===== src/hdl/kto_pkg.sv =====
`timescale 1ns / 1ps
// kto_pkg: command codes, field widths and shared structs of the key to owner table.
// No dependencies; kto_ctrl, key_to_owner_table and the testbench import it.
package kto_pkg;

   localparam int KEY_W  = 32;
   localparam int RANK_W = 16;
   localparam int CMD_W  = 2;
   localparam int USED_W = 5;

   localparam logic [CMD_W-1:0] CMD_LOOKUP = 2'd0;
   localparam logic [CMD_W-1:0] CMD_SET    = 2'd1;
   localparam logic [CMD_W-1:0] CMD_REMOVE = 2'd2;

   // one finished result, handed from the sequencer to the output register
   typedef struct packed {
      logic [RANK_W-1:0] rank;
      logic              hit;
      logic              full_drop;
      logic [USED_W-1:0] used_entries;
   } kto_result_type;

   // strobes from the sequencer to the two table memories
   typedef struct packed {
      logic rd_en;
      logic key_we;
      logic rank_we;
   } kto_mem_ctl_type;

endpackage


===== src/hdl/kto_ram.sv =====
`timescale 1ns / 1ps
// kto_ram: generic single write port, single read port RAM with registered read.
// No dependencies.
module kto_ram #(
   parameter int WIDTH = 32,
   parameter int DEPTH = 16,
   localparam int AddrW = (DEPTH > 1) ? $clog2(DEPTH) : 1
) (
   input  logic             clock,
   input  logic             wr_en,
   input  logic [AddrW-1:0] wr_addr,
   input  logic [WIDTH-1:0] wr_data,
   input  logic             rd_en,
   input  logic [AddrW-1:0] rd_addr,
   output logic [WIDTH-1:0] rd_data
);

   logic [WIDTH-1:0] mem_ff [DEPTH];
   logic [WIDTH-1:0] rd_data_ff;

   always_ff @(posedge clock) begin
      if (wr_en) begin
         mem_ff[wr_addr] <= wr_data;
      end
      if (rd_en) begin
         rd_data_ff <= mem_ff[rd_addr];
      end
   end

   assign rd_data = rd_data_ff;

endmodule


===== src/hdl/kto_ctrl.sv =====
`timescale 1ns / 1ps
// kto_ctrl: sequencer of the key to owner table; scans the key memory with one
// shared comparator, then appends, updates or moves the last entry. Uses kto_pkg.
module kto_ctrl
   import kto_pkg::*;
#(
   parameter int ENTRIES = 16,
   localparam int AddrW = (ENTRIES > 1) ? $clog2(ENTRIES) : 1,
   localparam int CntW  = $clog2(ENTRIES + 1)
) (
   input  logic                clock,
   input  logic                reset,
   input  logic                req_valid,
   output logic                req_ready,
   input  logic [CMD_W-1:0]    req_cmd,
   input  logic [KEY_W-1:0]    req_key,
   input  logic [RANK_W-1:0]   req_new_rank,
   input  logic [RANK_W-1:0]   default_rank,
   input  logic                out_free,
   output logic                res_load,
   output kto_result_type      res,
   output kto_mem_ctl_type     mem_ctl,
   output logic [AddrW-1:0]    rd_addr,
   output logic [AddrW-1:0]    wr_addr,
   output logic [KEY_W-1:0]    key_wdata,
   output logic [RANK_W-1:0]   rank_wdata,
   input  logic [KEY_W-1:0]    key_rdata,
   input  logic [RANK_W-1:0]   rank_rdata
);

   typedef enum logic [2:0] {
      ST_IDLE,
      ST_SCAN,
      ST_ACT,
      ST_MOVE
   } state_type;

   state_type           state_ff, state_in;
   logic [CntW-1:0]     count_ff, count_in;
   logic [CntW-1:0]     rd_ptr_ff, rd_ptr_in;
   logic                cmp_valid_ff, cmp_valid_in;
   logic [AddrW-1:0]    cmp_idx_ff, cmp_idx_in;
   logic [AddrW-1:0]    match_idx_ff, match_idx_in;
   logic                hit_ff, hit_in;
   logic [RANK_W-1:0]   found_rank_ff, found_rank_in;
   logic [CMD_W-1:0]    cmd_ff, cmd_in;
   logic [KEY_W-1:0]    key_ff, key_in;
   logic [RANK_W-1:0]   new_rank_ff, new_rank_in;

   logic                  full;
   logic [CntW-1:0]       last_cnt;
   logic [RANK_W-1:0]     res_rank;
   logic                  res_hit;
   logic                  res_drop;
   logic [CntW+USED_W-1:0] used_ext;

   assign full     = (count_ff == CntW'(ENTRIES));
   assign last_cnt = count_ff - 1'b1;
   assign req_ready = (state_ff == ST_IDLE);

   always_comb begin
      state_in      = state_ff;
      count_in      = count_ff;
      rd_ptr_in     = rd_ptr_ff;
      cmp_valid_in  = cmp_valid_ff;
      cmp_idx_in    = cmp_idx_ff;
      match_idx_in  = match_idx_ff;
      hit_in        = hit_ff;
      found_rank_in = found_rank_ff;
      cmd_in        = cmd_ff;
      key_in        = key_ff;
      new_rank_in   = new_rank_ff;
      mem_ctl       = '0;
      rd_addr       = rd_ptr_ff[AddrW-1:0];
      wr_addr       = match_idx_ff;
      key_wdata     = key_ff;
      rank_wdata    = new_rank_ff;
      res_load      = 1'b0;
      res_rank      = '0;
      res_hit       = 1'b0;
      res_drop      = 1'b0;

      case (state_ff)
         ST_IDLE: begin
            if (req_valid) begin
               cmd_in       = req_cmd;
               key_in       = req_key;
               new_rank_in  = req_new_rank;
               rd_ptr_in    = '0;
               cmp_valid_in = 1'b0;
               state_in     = ST_SCAN;
            end
         end
         ST_SCAN: begin
            // compare the entry read last cycle while the next one is read
            if (cmp_valid_ff && (key_rdata == key_ff)) begin
               hit_in        = 1'b1;
               match_idx_in  = cmp_idx_ff;
               found_rank_in = rank_rdata;
               cmp_valid_in  = 1'b0;
               state_in      = ST_ACT;
            end else if (rd_ptr_ff < count_ff) begin
               mem_ctl.rd_en = 1'b1;
               cmp_valid_in  = 1'b1;
               cmp_idx_in    = rd_ptr_ff[AddrW-1:0];
               rd_ptr_in     = rd_ptr_ff + 1'b1;
            end else begin
               hit_in       = 1'b0;
               cmp_valid_in = 1'b0;
               state_in     = ST_ACT;
            end
         end
         ST_ACT: begin
            if ((cmd_ff == CMD_REMOVE) && hit_ff) begin
               // fetch the last entry to fill the hole
               mem_ctl.rd_en = 1'b1;
               rd_addr       = last_cnt[AddrW-1:0];
               state_in      = ST_MOVE;
            end else if (out_free) begin
               res_load = 1'b1;
               state_in = ST_IDLE;
               case (cmd_ff)
                  CMD_LOOKUP: begin
                     res_hit  = hit_ff;
                     res_rank = hit_ff ? found_rank_ff : default_rank;
                     if (!hit_ff) begin
                        if (full) begin
                           res_drop = 1'b1;
                        end else begin
                           mem_ctl.key_we  = 1'b1;
                           mem_ctl.rank_we = 1'b1;
                           wr_addr         = count_ff[AddrW-1:0];
                           rank_wdata      = default_rank;
                           count_in        = count_ff + 1'b1;
                        end
                     end
                  end
                  CMD_SET: begin
                     res_hit = hit_ff;
                     if (hit_ff) begin
                        mem_ctl.rank_we = 1'b1;
                     end else if (full) begin
                        res_drop = 1'b1;
                     end else begin
                        mem_ctl.key_we  = 1'b1;
                        mem_ctl.rank_we = 1'b1;
                        wr_addr         = count_ff[AddrW-1:0];
                        count_in        = count_ff + 1'b1;
                     end
                  end
                  default: begin
                     // remove that missed, or unused code: table unchanged
                  end
               endcase
            end
         end
         ST_MOVE: begin
            if (out_free) begin
               mem_ctl.key_we  = 1'b1;
               mem_ctl.rank_we = 1'b1;
               key_wdata       = key_rdata;
               rank_wdata      = rank_rdata;
               count_in        = last_cnt;
               res_hit         = 1'b1;
               res_load        = 1'b1;
               state_in        = ST_IDLE;
            end
         end
         default: begin
            state_in = ST_IDLE;
         end
      endcase
   end

   // count after the command, reported modulo the field width
   assign used_ext         = {{USED_W{1'b0}}, count_in};
   assign res.rank         = res_rank;
   assign res.hit          = res_hit;
   assign res.full_drop    = res_drop;
   assign res.used_entries = used_ext[USED_W-1:0];

   always_ff @(posedge clock) begin
      if (reset) begin
         state_ff     <= ST_IDLE;
         count_ff     <= '0;
         cmp_valid_ff <= 1'b0;
      end else begin
         state_ff     <= state_in;
         count_ff     <= count_in;
         cmp_valid_ff <= cmp_valid_in;
      end
      rd_ptr_ff     <= rd_ptr_in;
      cmp_idx_ff    <= cmp_idx_in;
      match_idx_ff  <= match_idx_in;
      hit_ff        <= hit_in;
      found_rank_ff <= found_rank_in;
      cmd_ff        <= cmd_in;
      key_ff        <= key_in;
      new_rank_ff   <= new_rank_in;
   end

endmodule


===== src/hdl/key_to_owner_table.sv =====
`timescale 1ns / 1ps
// key_to_owner_table: top level; default rank register, output register,
// table memories (kto_ram) and the search sequencer (kto_ctrl). Uses kto_pkg.
//
//  channel | direction | handshake            | beat contents
//  --------+-----------+----------------------+----------------------------------------
//  req     | in        | req_valid/req_ready  | req_cmd, req_key, req_new_rank
//  rsp     | out       | rsp_valid/rsp_ready  | rsp_rank, rsp_hit, rsp_full_drop,
//          |           |                      | rsp_used_entries
//  csr     | in        | csr_wr_en            | csr_wr_data (default rank)
//
// Steps: a beat is taken in ST_IDLE, ST_SCAN reads and compares the stored keys in turn,
// ST_ACT answers or writes, and a remove that hits adds ST_MOVE to fill the hole.
// One request is in work at a time.
// Reset (synchronous, active high) empties the table and clears the default rank;
// no memory clearing pass is needed, only entries below the count are read.
// Stalls: a finished result waits in the output register; a new request is taken
// meanwhile, and only the next result waits for rsp_ready.
module key_to_owner_table
   import kto_pkg::*;
#(
   parameter int ENTRIES = 16,
   localparam int AddrW = (ENTRIES > 1) ? $clog2(ENTRIES) : 1
) (
   input  logic                     clock,
   input  logic                     reset,
   input  logic                     req_valid,
   output logic                     req_ready,
   input  logic        [CMD_W-1:0]  req_cmd,
   input  logic signed [KEY_W-1:0]  req_key,
   input  logic        [RANK_W-1:0] req_new_rank,
   output logic                     rsp_valid,
   input  logic                     rsp_ready,
   output logic        [RANK_W-1:0] rsp_rank,
   output logic                     rsp_hit,
   output logic                     rsp_full_drop,
   output logic        [USED_W-1:0] rsp_used_entries,
   input  logic                     csr_wr_en,
   input  logic        [RANK_W-1:0] csr_wr_data
);

   logic [RANK_W-1:0] default_rank_ff;
   logic              rsp_valid_ff;
   kto_result_type    rsp_ff;

   logic              out_free;
   logic              res_load;
   kto_result_type    res;
   kto_mem_ctl_type   mem_ctl;
   logic [AddrW-1:0]  rd_addr;
   logic [AddrW-1:0]  wr_addr;
   logic [KEY_W-1:0]  key_wdata;
   logic [RANK_W-1:0] rank_wdata;
   logic [KEY_W-1:0]  key_rdata;
   logic [RANK_W-1:0] rank_rdata;

   // the output register is free when empty or drained this cycle
   assign out_free = !rsp_valid_ff || rsp_ready;

   kto_ctrl #(
      .ENTRIES (ENTRIES)
   ) u_ctrl (
      .clock        (clock),
      .reset        (reset),
      .req_valid    (req_valid),
      .req_ready    (req_ready),
      .req_cmd      (req_cmd),
      .req_key      (req_key),
      .req_new_rank (req_new_rank),
      .default_rank (default_rank_ff),
      .out_free     (out_free),
      .res_load     (res_load),
      .res          (res),
      .mem_ctl      (mem_ctl),
      .rd_addr      (rd_addr),
      .wr_addr      (wr_addr),
      .key_wdata    (key_wdata),
      .rank_wdata   (rank_wdata),
      .key_rdata    (key_rdata),
      .rank_rdata   (rank_rdata)
   );

   // key and rank columns share addresses; both read in the same cycle
   kto_ram #(
      .WIDTH (KEY_W),
      .DEPTH (ENTRIES)
   ) u_key_ram (
      .clock   (clock),
      .wr_en   (mem_ctl.key_we),
      .wr_addr (wr_addr),
      .wr_data (key_wdata),
      .rd_en   (mem_ctl.rd_en),
      .rd_addr (rd_addr),
      .rd_data (key_rdata)
   );

   kto_ram #(
      .WIDTH (RANK_W),
      .DEPTH (ENTRIES)
   ) u_rank_ram (
      .clock   (clock),
      .wr_en   (mem_ctl.rank_we),
      .wr_addr (wr_addr),
      .wr_data (rank_wdata),
      .rd_en   (mem_ctl.rd_en),
      .rd_addr (rd_addr),
      .rd_data (rank_rdata)
   );

   // hold the default rank; load on every write strobe
   // hold a result until taken; load when the sequencer finishes a beat
   always_ff @(posedge clock) begin
      if (reset) begin
         default_rank_ff <= '0;
         rsp_valid_ff    <= 1'b0;
      end else begin
         if (csr_wr_en) begin
            default_rank_ff <= csr_wr_data;
         end
         if (res_load) begin
            rsp_valid_ff <= 1'b1;
         end else if (rsp_ready) begin
            rsp_valid_ff <= 1'b0;
         end
      end
      if (res_load) begin
         rsp_ff <= res;
      end
   end

   assign rsp_valid        = rsp_valid_ff;
   assign rsp_rank         = rsp_ff.rank;
   assign rsp_hit          = rsp_ff.hit;
   assign rsp_full_drop    = rsp_ff.full_drop;
   assign rsp_used_entries = rsp_ff.used_entries;

   // a result never overwrites one that is still waiting
   a_load_into_free: assert property (@(posedge clock) disable iff (reset)
      res_load |-> (!rsp_valid_ff || rsp_ready))
      else $error("result loaded over a waiting result");

   // a dropped append means the key was absent
   a_drop_not_hit: assert property (@(posedge clock) disable iff (reset)
      rsp_valid_ff |-> !(rsp_hit && rsp_full_drop))
      else $error("result flags both hit and drop");

   // a drop only happens with the table at capacity
   a_drop_when_full: assert property (@(posedge clock) disable iff (reset)
      (rsp_valid_ff && rsp_full_drop) |-> (rsp_used_entries == USED_W'(ENTRIES)))
      else $error("drop reported below capacity");

   // one request at a time: the sequencer is busy after taking a beat
   a_busy_after_accept: assert property (@(posedge clock) disable iff (reset)
      (req_valid && req_ready) |=> !req_ready)
      else $error("request taken while a search is in progress");

endmodule


===== config.mk =====
export PLATFORM = sky130hd
export DESIGN_NAME = key_to_owner_table
export DESIGN_NICKNAME = d
export VERILOG_FILES = /design/src/hdl/kto_pkg.sv /design/src/hdl/kto_ram.sv /design/src/hdl/kto_ctrl.sv /design/src/hdl/key_to_owner_table.sv
export SDC_FILE = /design/constraint.sdc
export NUM_CORES = 1
export LEC_CHECK = 0
export BUFFER_PORTS_ARGS = -buffer_cell sky130_fd_sc_hd__buf_4
export CAP_MARGIN = 30
export CORE_ASPECT_RATIO = 1.75
export CORE_MARGIN = 4
export CORE_UTILIZATION = 60
export DETAILED_ROUTE_END_ITERATION = 12
export PLACE_DENSITY_LB_ADDON = 0.3
export SYNTH_ARGS = -nofsm -noshare
export SYNTH_HDL_FRONTEND = slang
export SYNTH_HIERARCHICAL = 1
export SYNTH_SLANG_ARGS = --single-unit

===== constraint.sdc =====
create_clock -name clock -period 10.95 [get_ports clock]
set_clock_uncertainty 0.1 [all_clocks]
set_input_delay 2.19 -clock clock [delete_from_list [all_inputs] [get_ports clock]]
set_output_delay 2.19 -clock clock [all_outputs]
set_load 0.02 [all_outputs]

**After elaboration in Yosys (flattened, before gate mapping)**

Memory sizes are Yosys's and may differ from the RTL's. A register that Yosys moved wholly into a read port is not among the register bits.
Cells that the tools add are included.

- Register bits: 129
- Memory bits (writable): 768
- Input bits: 71
- Output and inout port bits: 25
- Logic and storage cells: 123
- Memories kept: 2

- $add $sub $neg: 3
- Order comparisons: 1
- Equality and inequality tests: 12
- Muxes and demuxes: 65
- Bitwise operators: 5
- Reductions and logical operators: 18

Memories:

| memory | words | bits a word | rd ports | clocked after memory_dff | write ports | line | source |
|---|---|---|---|---|---|---|---|
| u_key_ram.mem_ff | 16 | 32 | 1 | 1 | 1 | kto_ram.sv:18 | `logic [WIDTH-1:0] mem_ff [DEPTH];` |
| u_rank_ram.mem_ff | 16 | 16 | 1 | 1 | 1 | kto_ram.sv:18 |  |

Operators with widths:

| cell | number |
|---|---|
| $mux 16 | 7 |
| $mux 32 | 2 |
| $mux 5 | 9 |
| $eq 32x32->1 | 1 |
| $mux 4 | 8 |
| $pmux 16 s2 | 1 |
| $pmux 5 s2 | 2 |
| $mux 1 | 19 |
| $mux 3 | 5 |
| $pmux 3 s4 | 1 |
| $add 5x1->5 const B | 2 |
| $mux 2 | 5 |
| $reduce_and 2->1 | 5 |
| $pmux 1 s2 | 4 |
| $pmux 2 s2 | 2 |
| $eq 3x2->1 const B | 2 |
| $eq 5x5->1 const B | 1 |
| $lt 5x5->1 | 1 |
| $not 1->1 | 5 |
| $reduce_or 5->1 | 1 |
| $sub 5x1->5 const B | 1 |
| $ne 2x1->1 const B | 2 |
| $ne 2x2->1 const B | 2 |
| $reduce_and 4->1 | 1 |
| other kinds (13) | 15 |

**Depth between registers and ports, before layout**

Gate-level depths: netlist of run 1.

- Word-level depth: 9
- Mapped depth: 12
- Gate-level depth less buffers: 8

**Hierarchy**

Netlist of run 1, hierarchy kept.

Modules (own cells, without submodules):

| module | times used | cells an instance | area an instance (µm²) | seq. area each (µm²) |
|---|---|---|---|---|
| kto_ram (u_key_ram) | 1 | 838 | 20155.6 | 16335.7 |
| kto_ram (u_rank_ram) | 1 | 432 | 10202.3 | 8167.8 |
| kto_ctrl | 1 | 463 | 4773.3 | 2582.5 |
| key_to_owner_table | 1 | 79 | 1307.5 | 1031.0 |

**Worst setup path before layout of run 1**

OpenSTA, ideal clock, no wires.

- Path kind: input-to-reg
- From: in rsp_ready
- To: mem u_key_ram.mem_ff[0][0], enable pin
- Setup time: 0.461 ns
- Data arrival time: 6.153 ns
- Data required time: 10.389 ns
- Slack: 4.236 ns
- Stages: 8
- Buffers on the path: 0
- Cells stage by stage: nand2b_1 or3b_1 nor2_1 nand2_1 nand2_1 o21ai_0 or3b_2 nor3_1

- Elaborated cells between the ends (all ways): 10
- Those cells by class: mux (9); reduce/logical (1)

RTL lines:

| item | line | source |
|---|---|---|
| from (decl) | key_to_owner_table.sv:33 | `input logic rsp_ready,` |
| $logic_or 1x1->1 | key_to_owner_table.sv:58 | `assign out_free = !rsp_valid_ff \|\| rsp_ready;` |
| $mux 4 | kto_ctrl.sv:119 | `end else if (out_free) begin` |
| $mux 4 | kto_ctrl.sv:114 | `if ((cmd_ff == CMD_REMOVE) && hit_ff) begin` |
| $mux 4 | kto_ctrl.sv:83 | `case (state_ff)` |
| via wr_addr[2] | key_to_owner_table.sv:51 | `logic [AddrW-1:0] wr_addr;` |
| to (decl) | kto_ram.sv:18 |  |

The timed path passes the listed nets, and every way through them passes these cells.

**Worst setup path in the final report of run 1**

- From: in rsp_ready
- To: mem u_key_ram.mem_ff[7][12], enable pin

- Elaborated cells between the ends (all ways): 10
- Those cells by class: mux (9); reduce/logical (1)

RTL lines:

| item | line | source |
|---|---|---|
| $logic_or 1x1->1 | key_to_owner_table.sv:58 |  |
| via out_free | key_to_owner_table.sv:46 | `logic out_free;` |
| $mux 4 | kto_ctrl.sv:119 |  |
| $mux 4 | kto_ctrl.sv:114 |  |
| $mux 4 | kto_ctrl.sv:83 |  |
| via wr_addr[1] | key_to_owner_table.sv:51 |  |

The timed path passes the listed nets, and every way through them passes these cells.

==> flow_metrics.tcl, run 1 <==
set metrics [dict create \
    dp_hpwl_mm 51.1 \
    clk_pin_slew_ps 70 \
    diodes 0 \
    drc 0 \
    die-area_mm2 0.0649 \
    start_kind "input port" \
    viasPerCell 6.58 \
    ir_drop_uv 171 \
    finalSetupViolCount 0 \
    place_area_mm2 0.0385 \
    critPathMaxStageDelay_ps 630 \
    cts_hold_buf 0 \
    postRouteAntennaNets 0 \
    start_util 0.606 \
    clkLatencyLatePin_ps 650 \
    critPathRequiredTime_ps 11150 \
    syn_nets 1890 \
    p_leak_uw 0.0134 \
    synth_edf_count 919 \
    fin_crit_ps 5340 \
    cts_max_level 3 \
    syn_area_mm2 0.0364 \
    drv_slew 0 \
    final_common_cell "edfxtp_1" \
    fmax_mhz 187 \
    ys_seq_area_frac 0.772 \
    rsz0062_at_grt "no" \
    ys_types 62 \
    track_usage 0.269 \
    grt_max_degree 91 \
    antenna_found_initial 1 \
    drive_gt1_frac 0.251 \
    fin_util 0.684 \
    status "completed" \
    power_uw 7190 \
    routedWlPerCell_um 30.6 \
    crit_chain "buf_4 -> nand2b_1 -> or3b_1 -> nor2_1 -> nand2_1 -> o21ai_1 -> nand2_1 -> nor2_4 -> buf_4" \
    rows 119 \
    clockBufferDepth 3 \
    postCtsSetupRepairBufs 0 \
    overflow 0 \
    tritoncts "done" \
    final_hold_viol_count 0 \
    synth_top_cell_by_area "edfxtp_1" \
    wl_mm 86.0 \
    die_h_um 334 \
    first_pass_iters 5 \
    cp_slowest_cell "o21ai_1" \
    crit_path_end_kind "flop" \
    pin_count 96 \
    final_cell_mix "edfxtp_1, mux4_2, nand2_1, buf_4, a22oi_1" \
    min_path_type "flop to flop" \
    fin_ws_ps 5610 \
    cts_inserted_buffers 81 \
    synth-async-reset-ratio 0 \
    cts.sinks 945 \
    syn_area_per_cell_um2 20.1 \
    tightest_slew_ps 1080 \
    synthCells 1812 \
    max-cap-violations 0 \
    core_mm2 0.0602 \
    min_period_over_period 0.488 \
    tns_ps 0 \
    crit_fanout 19 \
    power_density_mw_per_mm2 175 \
    synthDominantCellAreaShare 0.757 \
    yosys_warnings 6 \
    synth-main-ff-cell "edfxtp_1" \
    relSlewSlack 0.275 \
    synthTopCellsByArea "edfxtp_1, mux4_2, a22oi_1, nand2_1, dfxtp_1" \
    grt_pass1_wl_mm 128 \
    portBuffers 95 \
    gp_congestion 0.818 \
    nets 2040 \
    root_buffer "clkbuf_16" \
    via_count 18500 \
    ys_ff_latch 945 \
    post_cts_resized 0 \
    post-place-ws_ps 4520 \
    first_iter_violations 1827 \
    crit_type "input port to flop" \
    final_area_mm2 0.0412 \
    syn_to_final_growth_pct 12.9 \
    grt_pass1_vias 19700 \
    worstPathArrival_ps 5550 \
    die_w_um 194 \
]
## layer usage
layer,part of all wire,vias up,global-route usage
met1,0.34,9637,0.324
met2,0.53,949,0.474
met3,0.072,258,0.0412
li1,-,7678,-
met4,0.057,0,0.135
met5,0,-,0
## final timing paths
kind | to | slack, ps | startpoint | depth (start not counted)
worst min-delay path | u_ctrl/match_idx_ff[0] | 340 | u_ctrl/cmp_idx_ff[0] | 0
worst max register to register | u_key_ram/rd_data[30] | 6090 | u_ctrl/hit_ff | 10
worst max-delay path | u_key_ram/mem_ff[7][12] | 5610 | rsp_ready | 9
worst min register to register | u_ctrl/match_idx_ff[0] | 340 | u_ctrl/cmp_idx_ff[0] | 0
## synth_stat cells, types with 3 or more instances
cell type	instances
nand2_1	158
clkbuf_1	37
nand3b_1	5
xor2_1	29
buf_6	5
xnor2_1	10
o21ai_0	13
mux4_2	182
nor2_1	71
edfxtp_1	919
buf_2	21
nand3_1	8
buf_1	14
ha_1	7
a222oi_1	16
buf_4	14
inv_1	32
nor2b_1	5
mux4_1	10
mux2i_1	32
or3_1	3
nor3_1	17
dfxtp_1	26
nand4_1	4
nand2b_1	9
and2_1	9
nor4_1	10
a21oi_1	7
a22oi_1	97
a31oi_1	4
## area by class of cell
class                   count  area, µm²
flip-flops and latches    945      28100
fillers                  3765      19000
multi-input cells         743       7950
clock buffers              95       2110
repair buffers            159       1340
well taps                 786        983
clock inverters            53        532
inverters                  32        120
## flip-flops by register name, summed over array words and instances (netlist names), 2 cells and up
signal,cells
default_rank_ff,16
rsp_rank,16
rsp_used_entries,5
u_ctrl/cmd_ff,2
u_ctrl/cmp_idx_ff,4
u_ctrl/count_ff,5
u_ctrl/found_rank_ff,16
u_ctrl/key_ff,32
u_ctrl/match_idx_ff,4
u_ctrl/new_rank_ff,16
u_ctrl/rd_ptr_ff,5
u_ctrl/state_ff,3
u_key_ram/mem_ff,512
u_key_ram/rd_data,32
u_rank_ram/mem_ff,256
u_rank_ram/rd_data,16
## power by group
| group | internal [µW] | switching (µW) | total, µW |
|---|---|---|---|
| clock network | 1570 | 1290 | 2860 |
| logic | 128 | 193 | 322 |
| registers | 3990 | 18.6 | 4010 |
## worst max-delay path, delay by kind of cell
| family | cells | cell delay [ps] |
|---|---|---|
| AND/OR/NAND/NOR | 6 | 2230 |
| AO/OA/AOI/OAI | 1 | 630 |
| buffers and inverters | 2 | 470 |
## logic make-up after synthesis
kind of cell,count (synthesis),synth area share
flops,945,0.772
other cells,1,0.000103
fa+ha+maj,7,0.00240
compound gates,155,0.0321
xor+xnor,39,0.00937
simple gates,317,0.0395
buf+inv,124,0.0164
mux,224,0.128
## stage by stage
stage,instances,hold WS (ps)
global route,2813,338
detailed placement,2662,326
CTS,2810,335
floorplan,1812,300
global placement,2651,327
finish,2813,336
No activity file was read; power rests on OpenSTA's default activity.
==> run 2, diff against run 1 <==
==> constraint.sdc (replaced) <==
create_clock -name clock -period 5.6 [get_ports clock]
set_clock_uncertainty 0.1 [all_clocks]
set_input_delay 1.12 -clock clock [delete_from_list [all_inputs] [get_ports clock]]
set_output_delay 1.12 -clock clock [all_outputs]
set_load 0.02 [all_outputs]
==> run 2 against run 1 <==
Flip-flop and latch count unchanged. Power increased by 95%. Utilization increased by 0.37 points. Hold slack improved by 1.3 ps. Critical path depth increased by 1. Register-to-register slack got worse by 4400 ps. Sequential power increased by 96%. Die area unchanged. Largest cell class unchanged. Largest power group unchanged.
==> flow_metrics.tcl, run 2 (synthesis results as in run 1) <==
set metrics [dict create \
    status "completed" \
    die_h_um 334 \
    top_register "u_key_ram/mem_ff" \
    die_w_um 194 \
    fin_ws_ps 1600 \
    tns_ps 0 \
    track_usage 0.265 \
    crit_fanout 32 \
    critPathRequiredTime_ps 5770 \
    seqPwrFrac 0.559 \
    power_frac_comb 0.045 \
    cts_max_level 3 \
    portBuffers 95 \
    overflow 0 \
    netSwitchingFraction 0.205 \
    p_leak_uw 0.0135 \
    postCtsSetupRepairBufs 0 \
    ir_drop_uv 365 \
    cts_hold_buf 0 \
    start_kind "input port" \
    nets 2048 \
    first_iter_violations 2005 \
    drv_slew 0 \
    drive_gt1_frac 0.254 \
    clk_pin_slew_ps 70 \
    min_path_type "flop to flop" \
    crit_chain "buf_4 -> nand2b_1 -> or3b_1 -> nor2_1 -> nand2_1 -> nand2_1 -> o21ai_0 -> or3b_2 -> nor3_4 -> buf_4" \
    final_common_cell "edfxtp_1" \
    rows 119 \
    routedWlPerCell_um 30.2 \
    power_density_mw_per_mm2 339 \
    drc 0 \
    rsz0062_at_grt "no" \
    place_area_mm2 0.0387 \
    place_inst 2670 \
    fmax_mhz 250 \
    min_period_over_period 0.715 \
    core_mm2 0.0602 \
    pin_count 96 \
    ff2ff_setup_slack_ps 1690 \
    die-area_mm2 0.0649 \
    critPathMaxStageDelay_ps 690 \
    final_area_mm2 0.0414 \
    stdcell_count 2822 \
    viasPerCell 6.56 \
    cp_slowest_cell "or3b_2" \
    gp_congestion 0.880 \
    dp_hpwl_mm 52.0 \
    tritoncts "done" \
    wl_mm 85.3 \
    reg.largest.list "u_key_ram/mem_ff: 512 flops, u_rank_ram/mem_ff: 256 flops" \
    final_hold_viol_count 0 \
    cts_inserted_buffers 83 \
    power_switching_uw 2880 \
    start_util 0.606 \
    postRouteAntennaNets 0 \
    largest_reg_flops 512 \
    via_count 18500 \
    clkLatencyLatePin_ps 640 \
    syn_to_final_growth_pct 13.6 \
    final_cell_mix "edfxtp_1, mux4_2, nand2_1, buf_4, a22oi_1" \
    worstPathArrival_ps 4170 \
    relSlewSlack 0.318 \
    root_buffer "clkbuf_16" \
    max-cap-violations 0 \
    antenna_found_initial 0 \
    clockBufferDepth 3 \
    fin_crit_ps 4000 \
    grt_max_degree 69 \
    crit_type "input port to flop" \
    cts.sinks 945 \
    grt_pass1_wl_mm 126 \
    p_int_uw 11200 \
    tightest_slew_ps 1020 \
    post-place-ws_ps 1040 \
    crit_path_end_kind "flop" \
    post_cts_resized 0 \
    grt_pass1_vias 19500 \
    power_frac_clock 0.396 \
    diodes 0 \
    first_pass_iters 5 \
    finalSetupViolCount 0 \
]
-- run 2: changes by cell type in the layout (fill, tap and decap cells not counted), moves of 2 or more --
cell,before,now
clkinvlp_4,14,5
bufinv_16,7,5
nor2_1,56,46
clkbuf_1,12,18
inv_6,8,3
buf_12,4,17
clkinv_1,9,11
clkinv_2,11,17
nor2_2,2,11
clkbuf_16,82,86
clkinv_8,3,1
buf_4,147,144
buf_8,2,0
-- run 2: through the flow --
step | hold slack [ps] | total power (µW) | util
final | 337 | 14000 | 0.688
after global routing | 352 | 14500 | 0.688
after CTS | 338 | 14100 | 0.688
after detailed placement | 312 | 8620 | 0.644
after global placement | 309 | 8600 | 0.642
after floorplan | 300 | 8380 | -
-- run 2: final cells by class --
cell class                      instances  area (µm²)
Sequential cell                       945       28100
Fill cell                            3632       18800
Multi-Input combinational cell        743        7980
Clock buffer                          106        2250
Timing Repair Buffer                  165        1530
Tap cell                              786         983
Clock inverter                         45         394
Inverter                               32         120
-- run 2: power groups by stage --
stage | Clock (µW) | Sequential (µW) | Combinational (µW)
floorplan | 0 | 7980 | 406
global placement | 0 | 7990 | 610
detailed placement | 0 | 7990 | 632
CTS | 5630 | 7840 | 637
global route | 5940 | 7840 | 682
finish | 5550 | 7840 | 635
-- run 2: worst paths after layout --
path | end | from | cells after the start
worst min-delay path | u_ctrl/match_idx_ff[2] | u_ctrl/cmp_idx_ff[2] | 0
worst min register to register | u_ctrl/match_idx_ff[2] | u_ctrl/cmp_idx_ff[2] | 0
worst max-delay path | u_key_ram/mem_ff[0][7] | rsp_ready | 10
worst max register to register | u_key_ram/rd_data[26] | u_ctrl/state_ff[1] | 8
-- run 2: metal layers --
layer  vias up  share of wire  track usage
met5         -              0            0
met4         0          0.048        0.121
met2      1007           0.55        0.477
li1       7706              -            -
met1      9582           0.33        0.313
met3       227          0.076       0.0461
-- run 2: critical path: cells and delay by family --
kind,cells,cell delay (ps)
buffers and inverters,2,640
and+or+nand+nor,7,2110
AOI/OAI and AO/OA,1,270
